==> config.mk <==
export PLATFORM = sky130hd
export DESIGN_NAME = cde_ctrl
export DESIGN_NICKNAME = d
export VERILOG_FILES = /design/src/rtl/core/cde_pkg.sv /design/src/rtl/core/cde_ctrl.sv
export SDC_FILE = /design/constraint.sdc
export NUM_CORES = 1
export LEC_CHECK = 0
export ABC_CLOCK_PERIOD_IN_PS = 1400
export BUFFER_PORTS_ARGS = -buffer_cell sky130_fd_sc_hd__buf_4
export CORE_MARGIN = 3
export CORE_UTILIZATION = 35
export DETAILED_ROUTE_END_ITERATION = 10
export MAX_ROUTING_LAYER = met4
export PLACE_DENSITY = 0.7
export SYNTH_ARGS = -nofsm -noshare
export SYNTH_HDL_FRONTEND = slang
export SYNTH_SLANG_ARGS = --single-unit
==> constraint.sdc <==
create_clock -name clk -period 1.4 [get_ports clk]
set_input_delay 0.21 -clock clk [delete_from_list [all_inputs] [get_ports clk]]
set_output_delay 0.21 -clock clk [all_outputs]
set_load 0.005 [all_outputs]
==> src/rtl/core/cde_pkg.sv <==
`default_nettype none
// ----------------------------------------------------------------------------
// cde_pkg
// Shared types, codes and defaults for the circular deque engine.
// ----------------------------------------------------------------------------
package cde_pkg;

  localparam int DEQ_CAPACITY = 128;

  typedef enum logic [2:0] {
    OP_PEEK       = 3'd0,
    OP_PUSH_REAR  = 3'd1,
    OP_PUSH_FRONT = 3'd2,
    OP_POP_HEAD   = 3'd3,
    OP_POP_BACK   = 3'd4,
    OP_CLEAR      = 3'd5,
    OP_REVERSE    = 3'd6,
    OP_SORT       = 3'd7
  } opcode_t;

  typedef enum logic [1:0] {
    STATUS_OK        = 2'd0,
    STATUS_OVERFLOW  = 2'd1,
    STATUS_UNDERFLOW = 2'd2
  } status_code_t;

  // Read port addressing: both ends of the deque, or the working pair.
  typedef enum logic [1:0] {
    RD_NONE,
    RD_ENDS,
    RD_PAIR
  } rd_sel_t;

  // Swap writes: word from the first slot into the second, then the reverse.
  typedef enum logic [1:0] {
    WR_NONE,
    WR_A_AT_J,
    WR_B_AT_I
  } wr_sel_t;

  typedef struct packed {
    logic    load;       // capture the input item
    logic    apply;      // perform the queue update of the captured opcode
    rd_sel_t rd_sel;
    wr_sel_t wr_sel;
    logic    step_rev;   // advance the reverse pointers inward
    logic    step_sort;  // advance to the next bubble sort pair
    logic    out_load;   // capture the result into the output register
  } cde_cmd_t;

  typedef struct packed {
    opcode_t op;
    logic    few;        // fewer than two elements
    logic    pair_lt;    // first offset below second offset
    logic    sort_done;  // no pass left to run
    logic    pair_gt;    // first word of the pair greater than the second
  } cde_stat_t;

endpackage
`default_nettype wire

==> src/rtl/core/cde_ctrl.sv <==
`default_nettype none
// ----------------------------------------------------------------------------
// cde_ctrl
// Sequencer of the circular deque engine: input and output handshakes,
// queue update, reverse and bubble sort walks, and result read-out.
// ----------------------------------------------------------------------------
module cde_ctrl (
  input  wire logic               clk,
  input  wire logic               rst_n,
  input  wire logic               in_valid,
  output logic                    in_ready,
  output logic                    out_valid,
  input  wire logic               out_ready,
  input  wire cde_pkg::cde_stat_t stat,
  output cde_pkg::cde_cmd_t       cmd
);
  import cde_pkg::*;

  typedef enum logic [3:0] {
    S_IDLE,
    S_APPLY,
    S_REV,
    S_REV_RD,
    S_REV_WR,
    S_SORT,
    S_SORT_RD,
    S_SORT_WR,
    S_ENDS,
    S_RESULT
  } state_t;

  state_t state_r, state_nxt;
  logic   in_ready_r;
  logic   out_valid_r, out_valid_nxt;

  always_comb begin
    cmd           = '0;
    cmd.rd_sel    = RD_NONE;
    cmd.wr_sel    = WR_NONE;
    state_nxt     = state_r;
    out_valid_nxt = out_valid_r && !out_ready;

    case (state_r)
      S_IDLE: begin
        if (in_valid && in_ready_r) begin
          cmd.load  = 1'b1;
          state_nxt = S_APPLY;
        end
      end
      S_APPLY: begin
        cmd.apply = 1'b1;
        if (stat.op == OP_REVERSE && !stat.few) begin
          state_nxt = S_REV;
        end else if (stat.op == OP_SORT && !stat.few) begin
          state_nxt = S_SORT;
        end else begin
          state_nxt = S_ENDS;
        end
      end
      S_REV: begin
        if (stat.pair_lt) begin
          cmd.rd_sel = RD_PAIR;
          state_nxt  = S_REV_RD;
        end else begin
          state_nxt = S_ENDS;
        end
      end
      S_REV_RD: begin
        cmd.wr_sel = WR_A_AT_J;
        state_nxt  = S_REV_WR;
      end
      S_REV_WR: begin
        cmd.wr_sel   = WR_B_AT_I;
        cmd.step_rev = 1'b1;
        state_nxt    = S_REV;
      end
      S_SORT: begin
        if (stat.sort_done) begin
          state_nxt = S_ENDS;
        end else begin
          cmd.rd_sel = RD_PAIR;
          state_nxt  = S_SORT_RD;
        end
      end
      S_SORT_RD: begin
        if (stat.pair_gt) begin
          cmd.wr_sel = WR_A_AT_J;
          state_nxt  = S_SORT_WR;
        end else begin
          cmd.step_sort = 1'b1;
          state_nxt     = S_SORT;
        end
      end
      S_SORT_WR: begin
        cmd.wr_sel    = WR_B_AT_I;
        cmd.step_sort = 1'b1;
        state_nxt     = S_SORT;
      end
      S_ENDS: begin
        cmd.rd_sel = RD_ENDS;
        state_nxt  = S_RESULT;
      end
      S_RESULT: begin
        // The result waits here until the output register is free.
        if (!out_valid_r || out_ready) begin
          cmd.out_load  = 1'b1;
          out_valid_nxt = 1'b1;
          state_nxt     = S_IDLE;
        end
      end
      default: begin
        state_nxt = S_IDLE;
      end
    endcase
  end

  always_ff @(posedge clk) begin
    if (!rst_n) begin
      state_r     <= S_IDLE;
      in_ready_r  <= 1'b1;
      out_valid_r <= 1'b0;
    end else begin
      state_r     <= state_nxt;
      in_ready_r  <= (state_nxt == S_IDLE);
      out_valid_r <= out_valid_nxt;
    end
  end

  assign in_ready  = in_ready_r;
  assign out_valid = out_valid_r;

`ifndef SYNTH
  a_ready_idle: assert property (@(posedge clk) disable iff (!rst_n)
    in_ready_r |-> state_r == S_IDLE)
    else $error("input ready outside the idle state");

  a_result_source: assert property (@(posedge clk) disable iff (!rst_n)
    cmd.out_load |-> state_r == S_RESULT && !(out_valid_r && !out_ready))
    else $error("result loaded over a pending transfer");

  a_accept_busy: assert property (@(posedge clk) disable iff (!rst_n)
    in_valid && in_ready_r |=> !in_ready_r && state_r == S_APPLY)
    else $error("accepted item did not start the update");
`endif

endmodule
`default_nettype wire

# After elaboration in Yosys (flattened, before gate mapping)
# Index checks and enable logic that the tools add are counted.
word_totals:
  wordCells: 48
  register_bits: 6
  out_inout_bits: 11
op_classes:
  eq_ne: 11
  mux: 23
  reduce_logical: 11
ops:
  columns: ["cell", "n"]
  rows:
  - ["case mux 4 bit (10 select lines)", 1]
  - ["2-to-1 mux 4 bit", 6]
  - ["equality test 4 x 3 -> 1 bit, second input constant", 4]
  - ["case mux 2 bit (3 select lines)", 2]
  - ["2-to-1 mux 1 bit", 10]
  - ["equality test 4 x 2 -> 1 bit, second input constant", 2]
  - ["equality test 4 bit, second input constant", 2]
  - ["zero test 4 bit", 2]
  - ["equality test 3 bit, second input constant", 2]
  - ["2-to-1 mux 2 bit", 3]
  - ["equality test 4 x 1 -> 1 bit, second input constant", 1]
  - ["logical AND 1 bit", 4]
  - ["zero test 1 bit", 3]
  - ["case mux 1 bit (2 select lines)", 1]
  - ["OR reduction 2 bit", 1]
  - ["logical OR 1 bit", 1]

# Depth between registers and ports, before layout
logic_depth:
  ltp_word: 6
  mapped_depth: 5
  ltp_nobuf: 4

# Worst setup path after synthesis
# Ideal clock, no wire load.
synth_path:
  kind: "register to register"
  from: "register state_r[3]"
  to: "register in_ready_r, in the netlist in_ready"
  t_arrival_ps: 1353
  stages_incl_launch_ff: 6
  setup_time_ps: 96
  t_required_ps: 1304
  setup_slack_ps: -49
  synth_period_minus_slack_ps: 1449
  path_cell_list: "dfxtp_1 -> buf_4 -> nor2_1 -> and4_4 -> or3_1 -> o41ai_2"
synth_between:
  elab_chain_cells: 3
  word_cells_on_any_way: 14
  cone_classes: "9 x eq/ne; 3 x mux; 2 x reduce/logical"
synth_rtl:
  columns: ["element", "line", "source"]
  rows:
  - ["from (decl)", "cde_ctrl.sv:32", "state_t state_r, state_nxt;"]
  - ["from (signal assigned)", "cde_ctrl.sv:123", "state_r <= state_nxt;"]
  - ["equality test 4 bit (tied with other cells)", "cde_ctrl.sv:43", "case (state_r)"]
  - ["case mux 4 bit (10 select lines) *", "cde_ctrl.sv:43", null]
  - ["zero test 4 bit *", "cde_ctrl.sv:124", "in_ready_r <= (state_nxt == S_IDLE);"]
  - ["to (signal assigned)", "cde_ctrl.sv:124", null]
  - ["to (decl)", "cde_ctrl.sv:33", "logic in_ready_r;"]
# Mark *: on every way between the ends. The rest lies on a longest branch, timed or not.
# A chain may end at the register's enable or synchronous reset.

==> flow_metrics.env <==
export IMPL_status="complete, but fails checks"
export IMPL_violations="negative setup slack"
export IMPL_worstReg2RegStart="state_r[1]$_SDFF_PN0_"
export IMPL_leakagePower_nw=0.413
export IMPL_via_per_inst=5.34
export IMPL_drc=0
export IMPL_die_w_um=43.6
export IMPL_critPathCaptureType="primary output"
export IMPL_cts_buffer_depth=2
export IMPL_fmax_ghz=0.667
export IMPL_fin_crit_sh_pct=107
export IMPL_maxCapViolations=0
export IMPL_r2r_end="in_ready$_SDFF_PN1_"
export IMPL_netlist_instances=61
export IMPL_tns_ns=-0.584
export IMPL_overflow=0
export IMPL_rows=12
export IMPL_synth_enable_flop_cells=0
export IMPL_required_ns=1.19
export IMPL_grt_pass1_vias=620
export IMPL_peakVddDrop_uv=775
export IMPL_ioPinCount=22
export IMPL_grt_max_degree=11
export IMPL_whs_ns=0.174
export IMPL_clk_pin_slew_ns=0.05
export IMPL_syn_area_sq_um=494
export IMPL_die_area_sq_um=1900
export IMPL_nets=114
export IMPL_final_cell_mix="buf_4, buf_6, nor2_1, and2_1, dfxtp_4"
export IMPL_cts_tree="yes"
export IMPL_synth_seq_cells=6
export IMPL_antenna_found_initial=0
export IMPL_gp_congestion=0.804
export IMPL_synth_main_ff_cell="dfxtp_1"
export IMPL_route_final_wire_length_mm=1.64
export IMPL_ctsHoldBuffers=0
export IMPL_clock_sinks=6
export IMPL_arrival_ns=1.29
export IMPL_drive_gt1_share_pct=66.7
export IMPL_rsz0062_at_grt="yes"
export IMPL_skew_ns=0.00258
export IMPL_n_antenna_cell=0
export IMPL_r2r_cells=6
export IMPL_portBuffers=21
export IMPL_final_common_cell="buf_4"
export IMPL_initial_core_util_pct=40.6
export IMPL_coreArea_sq_um=1220
export IMPL_first_pass_iters=4
export IMPL_vias=620
export IMPL_htreeDepth=1
export IMPL_powerDensity_nw_per_um2=853
export IMPL_r2r_slack_ns=-0.09
export IMPL_relSlewSlack_pct=76.9
export IMPL_synth_seq_area_share_pct=24.3
export IMPL_start_kind="flop"
export IMPL_drtAntennaViolNets=0
export IMPL_worstMarginPinSlew_ns=0.346
export IMPL_ys_warn_count=0
export IMPL_hpwl_mm=1.12
export IMPL_area_delta_synth_final_pct=91.1
export IMPL_route_detailed_wl_per_inst_um=14.2
export IMPL_finalSetupViolCount=12
export IMPL_slew_viol_final=0
export IMPL_cts_root_buf="clkbuf_4"
export IMPL_holdPathStages=2
export IMPL_fin_ws_ns=-0.0996
export IMPL_async_flop_share_pct=0
export IMPL_min_period_ns=1.50
export IMPL_hp_class="in -> reg"
export IMPL_grt_use_total_pct=19.4
export IMPL_path_class="reg -> out"
export IMPL_hold_path_endpoint="in_ready$_SDFF_PN1_"
export IMPL_worst_skew_pair_late_latency_ns=0.24
export IMPL_finalHoldViolCount=0
export IMPL_syn_area_per_cell_sq_um=8.10
export IMPL_synth_distinct_cells=30
export IMPL_die_h_um=43.6
export IMPL_cts_made_buffers=3
export IMPL_crit_path_max_fanout=5
export IMPL_hp_start="rst_n"
export IMPL_fillerInstances=83
export IMPL_synth_net_count=72
export IMPL_first_iter_violations=3
export IMPL_grt_pass1_wl_mm=2.79
## registers in the layout, summed over array words and instances (netlist names)
signal,flops
state_r,4
in_ready,1
out_valid,1
## cell usage after synthesis, types with 2 or more instances
master    instances  area, sq um
nand2_1           3         11.3
nor3b_1           2         15.0
nand2b_1          3         18.8
inv_1             2         7.51
nor3_1            3         15.0
nand3_1           2         10.0
nor2_1            4         15.0
and2_1            5         31.3
and3_1            2         12.5
nor2b_1           4         25.0
buf_4             4         30.0
dfxtp_1           6          120
a21oi_1           4         20.0
## power by group
group / internal, W / switching, W
registers: 0.000194 / 0.0000261
clock network: 0.000108 / 0.0000667
logic: 0.000247 / 0.000164
total: 0.000549 / 0.000257
## layout make-up
type,count,area (sq um),share of cell area [%]
flip-flops and latches,6,135,14.3
multi-input cells,49,405,42.9
well taps,14,17.5,1.85
repair buffers,41,350,37.1
inverters,2,10.0,1.06
clock buffers,4,26.3,2.78
## worst max-delay path, stage by stage, from the launching register on
cell	delay, ns
dfxtp_4	0.37
buf_12	0.13
nor4bb_1	0.24
a31oi_1	0.10
nor2_1	0.10
buf_4	0.11
## worst max path at each step
| stage | start | to | slack (ns) |
|---|---|---|---|
| 2_1_floorplan | state_r[1]$_SDFF_PN0_ | in_ready$_SDFF_PN1_ | 0.01 |
| 3_3_place_gp | state_r[3]$_SDFF_PN0_ | in_ready$_SDFF_PN1_ | -0.09 |
| 3_5_place_dp | state_r[2]$_SDFF_PN0_ | in_ready$_SDFF_PN1_ | -0.15 |
| 4_1_cts | state_r[1]$_SDFF_PN0_ | cmd[6] | -0.12 |
| 5_1_grt | state_r[1]$_SDFF_PN0_ | cmd[6] | -0.22 |
| 6_report | state_r[1]$_SDFF_PN0_ | cmd[6] | -0.1 |
## repair_timing
item / CTS / global route
buffers inserted: 5 / 2
pin swaps: 11 / 6
resized for setup: 22 / 9
setup endpoints to repair: 14 / 14
## cells by family after synthesis
group | Yosys count | share of synthesized area, %
AND/OR/NAND/NOR | 36 | 48.1
flip-flops | 6 | 24.3
AO/OA/AOI/OAI | 13 | 20.0
buffers and inverters | 6 | 7.60
## routing by layer
metal / share of wire [%] / wire length, um / up-vias / global-route usage [%]
li1: - / - / 309 / -
met1: 47 / 766 / 298 / 24.6
met2: 50 / 819 / 13 / 32.6
met3: 3.5 / 57 / 0 / 2.49
met4: 0 / 0 / 0 / 3.61
met5: 0 / 0 / - / -
## per-stage QoR
stage	utilization [%]	setup slack [ns]	instances	instance area, sq um	power [W]
after floorplan	-	0.0116	61	508	0.000372
after global placement	62.1	-0.0881	105	756	0.000510
after detailed placement	62.1	-0.146	105	756	0.000512
after CTS	73.4	-0.116	114	892	0.000759
after global routing	77.7	-0.223	116	945	0.000857
final	77.7	-0.0996	116	945	0.000806
No activity file was read; power rests on OpenSTA's default activity.
